--- src/rtl/core/nna_pkg.sv ---
package nna_pkg;

    localparam int unsigned FuncW = 4;
    localparam int unsigned DataW = 16;
    localparam int unsigned WidthDefault = 16;
    localparam int unsigned QueueDepth = 4;

    typedef enum logic [3:0] {
        OP_ISZERO  = 4'd0,
        OP_SUCC    = 4'd1,
        OP_ADD     = 4'd2,
        OP_EQUAL   = 4'd3,
        OP_GREATER = 4'd4,
        OP_SUB     = 4'd5,
        OP_MUL     = 4'd6,
        OP_DIV     = 4'd7,
        OP_MOD     = 4'd8
    } op_t;

    // operation class chosen by the front end
    typedef enum logic [1:0] {
        CLS_NONE  = 2'd0,
        CLS_LOGIC = 2'd1,
        CLS_MUL   = 2'd2,
        CLS_DIV   = 2'd3
    } cls_t;

    typedef struct packed {
        cls_t             cls;
        logic [FuncW-1:0] func;
        logic [DataW-1:0] x;
        logic [DataW-1:0] y;
    } cmd_t;

    typedef struct packed {
        logic [DataW-1:0] value;
        logic             error;
        logic             overflow;
    } res_t;

endpackage

--- src/rtl/core/nna_front.sv ---
module nna_front #(
    parameter int unsigned WIDTH = nna_pkg::WidthDefault
) (
    input  logic                          aclk,
    input  logic                          aresetn,
    input  logic                          in_valid,
    output logic                          in_ready,
    input  logic [nna_pkg::FuncW-1:0]     in_func,
    input  logic [nna_pkg::DataW-1:0]     in_x,
    input  logic [nna_pkg::DataW-1:0]     in_y,
    output logic                          q_valid,
    input  logic                          q_ready,
    output nna_pkg::cmd_t                 q_cmd
);

    localparam int unsigned Depth = nna_pkg::QueueDepth;
    localparam int unsigned AW = $clog2(Depth);
    localparam int unsigned EffW = (WIDTH < nna_pkg::DataW) ? WIDTH : nna_pkg::DataW;

    nna_pkg::cmd_t mem_reg [Depth];
    logic [AW-1:0] wr_ptr_reg, rd_ptr_reg;
    logic [AW:0]   count_reg;
    nna_pkg::cmd_t cmd;
    logic [nna_pkg::DataW-1:0] mask;
    logic push, pop;

    assign mask = nna_pkg::DataW'({EffW{1'b1}});

    always_comb begin
        cmd.func = in_func;
        cmd.x = in_x & mask;
        cmd.y = in_y & mask;
        case (nna_pkg::op_t'(in_func))
            nna_pkg::OP_ISZERO, nna_pkg::OP_SUCC, nna_pkg::OP_ADD, nna_pkg::OP_EQUAL,
            nna_pkg::OP_GREATER, nna_pkg::OP_SUB: cmd.cls = nna_pkg::CLS_LOGIC;
            nna_pkg::OP_MUL: cmd.cls = nna_pkg::CLS_MUL;
            nna_pkg::OP_DIV, nna_pkg::OP_MOD: cmd.cls = nna_pkg::CLS_DIV;
            default: cmd.cls = nna_pkg::CLS_NONE;
        endcase
    end

    assign in_ready = (count_reg != (AW+1)'(Depth));
    assign q_valid  = (count_reg != '0);
    assign q_cmd    = mem_reg[rd_ptr_reg];
    assign push = in_valid && in_ready;
    assign pop  = q_valid && q_ready;

    always_ff @(posedge aclk) begin
        if (push) begin
            mem_reg[wr_ptr_reg] <= cmd;
        end
    end

    always_ff @(posedge aclk) begin
        if (!aresetn) begin
            wr_ptr_reg <= '0;
            rd_ptr_reg <= '0;
            count_reg  <= '0;
        end else begin
            if (push) wr_ptr_reg <= wr_ptr_reg + 1'b1;
            if (pop)  rd_ptr_reg <= rd_ptr_reg + 1'b1;
            case ({push, pop})
                2'b10:   count_reg <= count_reg + 1'b1;
                2'b01:   count_reg <= count_reg - 1'b1;
                default: count_reg <= count_reg;
            endcase
        end
    end

endmodule

--- src/rtl/core/nna_back.sv ---
module nna_back #(
    parameter int unsigned WIDTH = nna_pkg::WidthDefault
) (
    input  logic          aclk,
    input  logic          aresetn,
    input  logic          q_valid,
    output logic          q_ready,
    input  nna_pkg::cmd_t q_cmd,
    output logic          out_valid,
    input  logic          out_ready,
    output nna_pkg::res_t out_res
);

    localparam int unsigned DW = nna_pkg::DataW;
    localparam int unsigned EffW = (WIDTH < DW) ? WIDTH : DW;
    // stages 1 to DW each resolve one restoring-division bit; stage 0 is the issue register
    localparam int unsigned NS = DW + 1;

    logic [DW-1:0] mask;
    assign mask = DW'({EffW{1'b1}});

    logic                   v_reg    [NS+1];
    nna_pkg::cls_t          cls_reg  [NS+1];
    logic [nna_pkg::FuncW-1:0] func_reg [NS+1];
    logic [DW-1:0]          quo_reg  [NS+1];
    logic [DW:0]            rem_reg  [NS+1];
    logic [DW-1:0]          dvs_reg  [NS+1];
    nna_pkg::res_t          res_reg  [NS+1];

    logic advance;
    logic                  out_v_reg;
    nna_pkg::res_t         out_res_reg;
    nna_pkg::res_t         out_res_next;

    assign advance   = !out_v_reg || out_ready;
    assign q_ready   = advance;
    assign out_valid = out_v_reg;
    assign out_res   = out_res_reg;

    // issue stage: simple ops resolved, mul product registered, divider seeded
    nna_pkg::res_t simple;
    logic [DW:0]   sum;
    logic [2*DW-1:0] prod;
    always_comb begin
        simple = '0;
        sum = {1'b0, q_cmd.x} + {1'b0, (q_cmd.func == nna_pkg::OP_SUCC) ? DW'(1) : q_cmd.y};
        prod = q_cmd.x * q_cmd.y;
        case (nna_pkg::op_t'(q_cmd.func))
            nna_pkg::OP_ISZERO:  simple.value = DW'(q_cmd.x == '0);
            nna_pkg::OP_SUCC, nna_pkg::OP_ADD: begin
                simple.value = sum[DW-1:0] & mask;
                simple.overflow = (sum & ~{1'b0, mask}) != '0;
            end
            nna_pkg::OP_EQUAL:   simple.value = DW'(q_cmd.x == q_cmd.y);
            nna_pkg::OP_GREATER: simple.value = DW'(q_cmd.x > q_cmd.y);
            nna_pkg::OP_SUB: begin
                if (q_cmd.y > q_cmd.x) simple.error = 1'b1;
                else simple.value = q_cmd.x - q_cmd.y;
            end
            nna_pkg::OP_MUL: begin
                simple.value = prod[DW-1:0] & mask;
                simple.overflow = (prod & ~{{DW{1'b0}}, mask}) != '0;
            end
            nna_pkg::OP_DIV, nna_pkg::OP_MOD: simple.error = (q_cmd.y == '0);
            default: simple = '0;
        endcase
    end

    // divider result replaces the value unless the divisor was zero
    always_comb begin
        out_res_next = res_reg[NS];
        if (cls_reg[NS] == nna_pkg::CLS_DIV && !res_reg[NS].error) begin
            out_res_next.value = (func_reg[NS] == nna_pkg::OP_DIV)
                                 ? quo_reg[NS] : rem_reg[NS][DW-1:0];
        end
    end

    always_ff @(posedge aclk) begin
        if (!aresetn) begin
            for (int i = 0; i <= NS; i++) v_reg[i] <= 1'b0;
            out_v_reg <= 1'b0;
        end else if (advance) begin
            v_reg[0] <= q_valid;
            for (int i = 1; i <= NS; i++) v_reg[i] <= v_reg[i-1];
            out_v_reg <= v_reg[NS];
        end
    end

    always_ff @(posedge aclk) begin
        if (advance) begin
            cls_reg[0]  <= q_cmd.cls;
            func_reg[0] <= q_cmd.func;
            quo_reg[0]  <= q_cmd.x;
            rem_reg[0]  <= '0;
            dvs_reg[0]  <= q_cmd.y;
            res_reg[0]  <= simple;
            for (int i = 1; i <= NS; i++) begin
                cls_reg[i]  <= cls_reg[i-1];
                func_reg[i] <= func_reg[i-1];
                dvs_reg[i]  <= dvs_reg[i-1];
                res_reg[i]  <= res_reg[i-1];
                if (i <= DW) begin
                    // shift next dividend bit in, try subtract
                    if ({rem_reg[i-1][DW-1:0], quo_reg[i-1][DW-1]} >= {1'b0, dvs_reg[i-1]}) begin
                        rem_reg[i] <= {rem_reg[i-1][DW-1:0], quo_reg[i-1][DW-1]}
                                      - {1'b0, dvs_reg[i-1]};
                        quo_reg[i] <= {quo_reg[i-1][DW-2:0], 1'b1};
                    end else begin
                        rem_reg[i] <= {rem_reg[i-1][DW-1:0], quo_reg[i-1][DW-1]};
                        quo_reg[i] <= {quo_reg[i-1][DW-2:0], 1'b0};
                    end
                end else begin
                    rem_reg[i] <= rem_reg[i-1];
                    quo_reg[i] <= quo_reg[i-1];
                end
            end
            out_res_reg <= out_res_next;
        end
    end

endmodule

--- src/rtl/core/natural_number_alu.sv ---
// Unsigned integer ALU: is-zero, successor, add, equal, greater, subtract,
// multiply, divide and modulo on WIDTH-bit naturals (WIDTH up to 16 takes
// effect; operands are masked to it). One transaction is accepted per cycle
// while the command queue has room, and results come out in order through
// a 4-entry command queue, an issue register, a 16-stage restoring divider
// pipeline that every operation passes through, a final alignment stage and
// the output register. Sub underflow and a zero divisor give value 0 with
// error set; succ, add and mul that exceed WIDTH give the truncated value
// with overflow set; unused codes give all zeros.
module natural_number_alu #(
    parameter int unsigned WIDTH = nna_pkg::WidthDefault
) (
    input  logic        aclk,
    input  logic        aresetn,
    input  logic        s_tvalid,
    output logic        s_tready,
    input  logic [39:0] s_tdata,   // func[3:0], x[19:4], y[35:20], zero pad
    output logic        m_tvalid,
    input  logic        m_tready,
    output logic [23:0] m_tdata    // value[15:0], error[16], overflow[17], zero pad
);

    logic          q_valid, q_ready;
    nna_pkg::cmd_t q_cmd;
    nna_pkg::res_t res;

    nna_front #(.WIDTH(WIDTH)) u_front (
        .aclk     (aclk),
        .aresetn  (aresetn),
        .in_valid (s_tvalid),
        .in_ready (s_tready),
        .in_func  (s_tdata[3:0]),
        .in_x     (s_tdata[19:4]),
        .in_y     (s_tdata[35:20]),
        .q_valid  (q_valid),
        .q_ready  (q_ready),
        .q_cmd    (q_cmd)
    );

    nna_back #(.WIDTH(WIDTH)) u_back (
        .aclk      (aclk),
        .aresetn   (aresetn),
        .q_valid   (q_valid),
        .q_ready   (q_ready),
        .q_cmd     (q_cmd),
        .out_valid (m_tvalid),
        .out_ready (m_tready),
        .out_res   (res)
    );

    assign m_tdata = {6'd0, res.overflow, res.error, res.value};

endmodule

--- config.mk ---
export PLATFORM = sky130hd
export DESIGN_NAME = natural_number_alu
export DESIGN_NICKNAME = d
export VERILOG_FILES = /design/src/rtl/core/nna_pkg.sv /design/src/rtl/core/nna_front.sv /design/src/rtl/core/nna_back.sv /design/src/rtl/core/natural_number_alu.sv
export SDC_FILE = /design/constraint.sdc
export NUM_CORES = 2
export LEC_CHECK = 0
export ABC_CLOCK_PERIOD_IN_PS = 21700
export BUFFER_PORTS_ARGS = -buffer_cell sky130_fd_sc_hd__buf_2
export CORE_UTILIZATION = 60
export DETAILED_ROUTE_END_ITERATION = 7
export PLACE_DENSITY = 0.76
export SLEW_MARGIN = 20
export SYNTH_ARGS = -nofsm -noshare
export SYNTH_HDL_FRONTEND = slang
export SYNTH_SLANG_ARGS = --single-unit
--- constraint.sdc ---
create_clock -name aclk -period 21.7 [get_ports aclk]
set_input_delay 2.17 -clock aclk [delete_from_list [all_inputs] [get_ports aclk]]
set_output_delay 2.17 -clock aclk [all_outputs]
set_load 0.01 [all_outputs]
=== After elaboration in Yosys (flattened, before gate mapping) ===
Memories as Yosys holds them, arrays and structs flattened. A register that Yosys moved wholly into a read port is not among the register bits.
Cells that the tools add are included.

* RAM bits: 1,484
* Latch bits: 0
* ROM bits: 32
* Register bits after elaboration: 25
* Bits of input ports: 44
* Logic and storage cells: 299
* Memories: 9
* Output and inout port bits: 26

{| class="wikitable"
|+ Memories
! memory !! depth !! width !! read ports !! clocked after Yosys merged registers in !! wr ports !! RTL line !! source
|-
| u_back.res_reg || 18 || 18 || 18 || 0 || 18 || nna_back.sv:28 || <nowiki>nna_pkg::res_t res_reg [NS+1];</nowiki>
|-
| u_back.rem_reg || 18 || 17 || 18 || 0 || 18 || nna_back.sv:26 || <nowiki>logic [DW:0] rem_reg [NS+1];</nowiki>
|-
| u_back.dvs_reg || 18 || 16 || 17 || 0 || 18 || nna_back.sv:27 || <nowiki>logic [DW-1:0] dvs_reg [NS+1];</nowiki>
|-
| u_back.quo_reg || 18 || 16 || 18 || 0 || 18 || nna_back.sv:25 || <nowiki>logic [DW-1:0] quo_reg [NS+1];</nowiki>
|-
| u_front.mem_reg || 4 || 38 || 1 || 1 || 1 || nna_front.sv:20 || <nowiki>nna_pkg::cmd_t mem_reg [Depth];</nowiki>
|-
| u_back.func_reg || 18 || 4 || 18 || 0 || 18 || nna_back.sv:24 || <nowiki>logic [nna_pkg::FuncW-1:0] func_reg [NS+1];</nowiki>
|-
| +3 memories || -- || -- || -- || -- || -- || -- ||
|}

* Order comparisons: 18
* Muxes and demuxes: 164
* Bitwise gates (word level): 50
* Div/mod/pow operators: 0
* Add/subtract/negate cells: 22
* Equal/unequal tests: 14
* Reductions and logical operators: 15
* Shift-type cells: 0
* Multiply operators: 1

{| class="wikitable"
|+ Operators with widths
! kind !! number
|-
| two-way mux 16 bit || 20
|-
| >= comparator 17 x 16 -> 1 bit || 16
|-
| two-way mux 17 bit || 16
|-
| subtractor 17 x 16 -> 17 bit || 16
|-
| two-way mux 1 bit || 122
|-
| one-hot mux 16 bit (6 select lines) || 1
|-
| OR 1 bit || 50
|-
| > comparator 16 bit || 2
|-
| zero test 16 bit || 2
|-
| multiplier 16 x 16 -> 32 bit || 1
|-
| nonzero test 32 bit || 1
|-
| == test 4 x 3 -> 1 bit, second input constant || 5
|-
| adder 16 x 16 -> 17 bit || 1
|-
| == test 16 bit || 1
|-
| subtractor 16 bit || 1
|-
| == test 4 x 2 -> 1 bit, second input constant || 2
|-
| one-hot mux 3 bit (2 select lines) || 1
|-
| adder 2 x 1 -> 2 bit, second input constant || 2
|-
| == test 2 bit, second input constant || 2
|-
| == test 4 x 1 -> 1 bit, second input constant || 1
|-
| == test 4 bit, second input constant || 1
|-
| zero test 4 bit || 1
|-
| two-way mux 2 bit || 2
|-
| one-hot mux 1 bit (2 select lines) || 2
|-
| 10 further kinds || 15
|}

=== Logic depth before layout (Yosys ltp) ===
* Depth in word-level cells: 6
* Depth in mapped cells: 32
* Mapped depth without buffers: 27

=== Modules after synthesis ===
A second synthesis with hierarchy kept.

* Cell total of the unflattened synthesis: 5,003
* Area, all modules: 70,352.5 um2

{| class="wikitable"
|+ By module, submodules not included
! module !! cells an instance !! seq. area each (um2) !! area an instance (um2) !! instances
|-
| nna_back || 4,739 || 38,396.8 || 64,279.1 || 1
|-
| nna_front || 257 || 4,744.6 || 6,024.5 || 1
|-
| natural_number_alu || 7 || 0.0 || 48.8 || 1
|}

=== Worst setup path before layout ===
OpenSTA, ideal clock, no wires.

* Path type: input to register
* Start point: in m_tready
* End point: mem u_back.cls_reg[0][0] in the netlist's numbering, enable pin
* Setup time: 1.092 ns
* Required time: 20.608 ns
* Setup slack: 3.364 ns
* Path buffers: 3
* Arrival: 17.244 ns
* Stages: 5
* Path through: nor2b_1 -> clkbuf_1 -> clkbuf_1 -> buf_1 -> inv_1

{| class="wikitable"
|+ RTL lines
! what !! RTL line !! source
|-
| start: declaration || natural_number_alu.sv:19 || <nowiki>input logic m_tready,</nowiki>
|-
| end: declaration || nna_back.sv:23 || <nowiki>nna_pkg::cls_t cls_reg [NS+1];</nowiki>
|}

==> reports/metrics.yaml <==
path_class: "flip-flop to flip-flop"
antenna_found_initial: 2
fin_crit_ns: 9.060
slew_viol_final: 0
relSlewSlack_pct: 27.01
rsz0062_at_grt: "false"
crit_end: "u_back.res_reg[0][0]$_DFFE_PN_"
postLayoutCellArea_mm2: 0.07714
r2r_setup_slack_ns: 12.64
core_mm2: 0.1162
fin_crit_sh_pct: 41.75
synth.top_cells.by_count: "1418 x edfxtp_1, 590 x inv_1, 399 x ha_1"
grt_pass1_wl_mm: 213.6
diodes: 0
ys.flop_type: "edfxtp_1"
place_inst: 6701
tightestPinTransition_ns: 1.095
finalWirelength_mm: 134.2
gr-usage-all-layers_pct: 23.10
io_buffer_count: 59
grt_max_degree: 208
die_area_mm2: 0.1186
ys_async_sr_fraction_pct: 0
layout.nets: 5980
fp-row-count: 125
place_hpwl_mm: 89.44
first_iter_violations: 2841
layout-drive-gt1-share_pct: 8.254
synth_area_leaders: "edfxtp_1 61%, ha_1 7.1%, fa_1 6.0%"
status: "finished, final reports clean"
synth-seq-cells: 1446
dr.pass1.iters: 6
yosysTopAreaCell: "edfxtp_1"
die_width_um: 344.4
setup_viol: 0
start_util_pct: 60.54
gp_congestion: 0.8862
arrival_ns: 9.55
ys_warn_count: 0
wl_per_cell_um: 19.27
via_per_inst: 5.722
startpoint_type: "flip-flop"
hold_viol: 0
cts.sinks: 1446
ctsHtreeMaxLevel: 4
vias: 39846
drv_cap: 0
skew_ns: 0.02871
synth_most_common_cell: "edfxtp_1"
synth_top_area_share_pct: 60.52
clockBufferDepth: 3
synth_cell_types: 90
fin_setup_tns_ns: 0
area_growth_syn_to_layout_pct: 9.644
worst_setup_path_end_kind: "flip-flop"
fp.dieH_um: 344.4
clkTransAtPathRegs_ns: 0.06
cts_resized: 0
cts_tree: "built"
timing.fmax_ghz: 0.1104
seq_area_frac_synth_pct: 61.32
grt_pass1_vias: 40719
root_buffer: "clkbuf_16"
overflow: 0
cp.required_ns: 22.19
cts_buffers: 146
reg2regPathDepth: 24
drc: 0
synth_edf_count: 1418
placed_cell_area_mm2: 0.07240
syn_area_per_cell_um2: 13.56
syn_inst: 5190
min_path_type: "flip-flop to flip-flop"
ios: 70
cts_setup_buffers: 0
fin_cells: 6964
worstSkewPairLatency_ns: 0.77
rr_endpoint: "u_back.res_reg[0][0]$_DFFE_PN_"
cp_max_fo: 33
holdBufCountCts: 0
syn_area_mm2: 0.07035
antenna_left: 0
largest_register_ffs: 324
worst min path at each step:
| stage | from | to | cells after the start |
|---|---|---|---|
| finish | u_back.func_reg[3][2]$_DFFE_PN_ | u_back.func_reg[4][2]$_DFFE_PN_ | 0 |
| global placement | u_back.res_reg[6][0]$_DFFE_PN_ | u_back.res_reg[7][0]$_DFFE_PN_ | 0 |
| global route | u_back.quo_reg[1][16]$_DFFE_PP_ | u_back.quo_reg[2][1]$_DFFE_PP_ | 0 |
| detailed placement | u_back.cls_reg[12][0]$_DFFE_PN_ | u_back.cls_reg[13][0]$_DFFE_PN_ | 0 |
| floorplan | u_back.cls_reg[9][0]$_DFFE_PN_ | u_back.cls_reg[10][0]$_DFFE_PN_ | 0 |
| CTS | u_back.quo_reg[1][16]$_DFFE_PP_ | u_back.quo_reg[2][1]$_DFFE_PP_ | 0 |
metal layers:
| metal | part of all wire, % | wire, um | vias to the layer above | track usage, % |
|---|---|---|---|---|
| met4 | 3.7 | 5003 | 2 | 9.541 |
| met1 | 41 | 54450 | 19531 | 28.30 |
| met5 | 0.0075 | 10 | - | 0 |
| met3 | 4.9 | 6575 | 292 | 4.145 |
| met2 | 51 | 68160 | 1073 | 40.36 |
| li1 | - | - | 18948 | - |
logic make-up (layout without fill, tap and decap cells):
| kind of cell | Yosys count | count (layout) | synth area share, % |
|---|---|---|---|
| DFF | 1446 | 1446 | 61.32 |
| and+or+nand+nor | 1207 | 1207 | 8.106 |
| AOI/OAI and AO/OA | 795 | 795 | 7.443 |
| buffers and inverters | 712 | 957 | 3.950 |
| adders and majority gates | 611 | 611 | 13.13 |
| xor gates and xnor gates | 229 | 229 | 2.851 |
| muxes | 189 | 189 | 3.198 |
| other | 1 | 6 | 0.005330 |
area by class of cell:
type                    count  area (um2)
fillers                  8076       39070
inverters                 598        2260
clock inverters            91       948.4
clock buffers             172        3782
well taps                1524        1907
repair buffers             96       598.1
multi-input cells        3037       24500
flip-flops and latches   1446       43140
worst max-delay path, cell delays in order, from the launching register on:
cell and delay (ns):
dfxtp_2 0.78, buf_4 0.54, mux2_2 0.40, o21ai_2 0.65
inv_1 0.55, nand2_1 0.18, fa_1 0.42, inv_1 0.09
fa_1 0.46, fa_1 0.59, fa_1 0.44, fa_1 0.49
inv_1 0.05, fa_1 0.48, inv_1 0.04, ha_1 0.38
a21oi_1 0.29, nor2_1 0.09, a211oi_2 0.19, nand2_1 0.12
a311o_1 0.42, a2111oi_0 0.46, o31ai_1 0.16, nor4_1 0.31
a31oi_1 0.16
placed cells by master, fill, tap and decap left out, drive strengths merged, types with 16 or more instances in the layout:
| cell type | netlist | final |
|---|---|---|
| a31oi | 35 | 35 |
| and2 | 83 | 83 |
| ha | 399 | 399 |
| o31ai | 23 | 23 |
| inv | 597 | 603 |
| clkbuf | 73 | 172 |
| mux2i | 56 | 56 |
| o21a | 16 | 16 |
| or3 | 28 | 28 |
| nand2b | 48 | 48 |
| a21o | 81 | 81 |
| nor3 | 88 | 88 |
| mux2 | 116 | 116 |
| xor2 | 83 | 83 |
| nand4 | 60 | 60 |
| dfxtp | 28 | 28 |
| a21boi | 38 | 38 |
| mux4 | 17 | 17 |
| a211oi | 30 | 30 |
| o21ai | 177 | 177 |
| and3 | 24 | 24 |
| edfxtp | 1418 | 1418 |
| a21oi | 242 | 242 |
| nor2b | 68 | 68 |
| nand3 | 55 | 55 |
| clkinv | 1 | 67 |
| buf | 41 | 96 |
| o21bai | 31 | 31 |
| fa | 212 | 212 |
| xnor2 | 146 | 146 |
| nand2 | 326 | 326 |
| nor2 | 358 | 358 |
| nor4 | 43 | 43 |
metrics by stage:
| stage | setup slack (ns) | hold WS, ns | util [%] |
|---|---|---|---|
| floorplan | 3.364 | 0.4003 | - |
| finish | 12.64 | 0.3984 | 66.38 |
| global route | 12.42 | 0.4061 | 66.38 |
| CTS | 12.78 | 0.3903 | 66.38 |
| global placement | 12.87 | 0.4000 | 62.30 |
| detailed placement | 12.79 | 0.4045 | 62.31 |
Power is not shown: default switching activity piles up to over one toggle a cycle in this logic, so the estimate is an artifact.
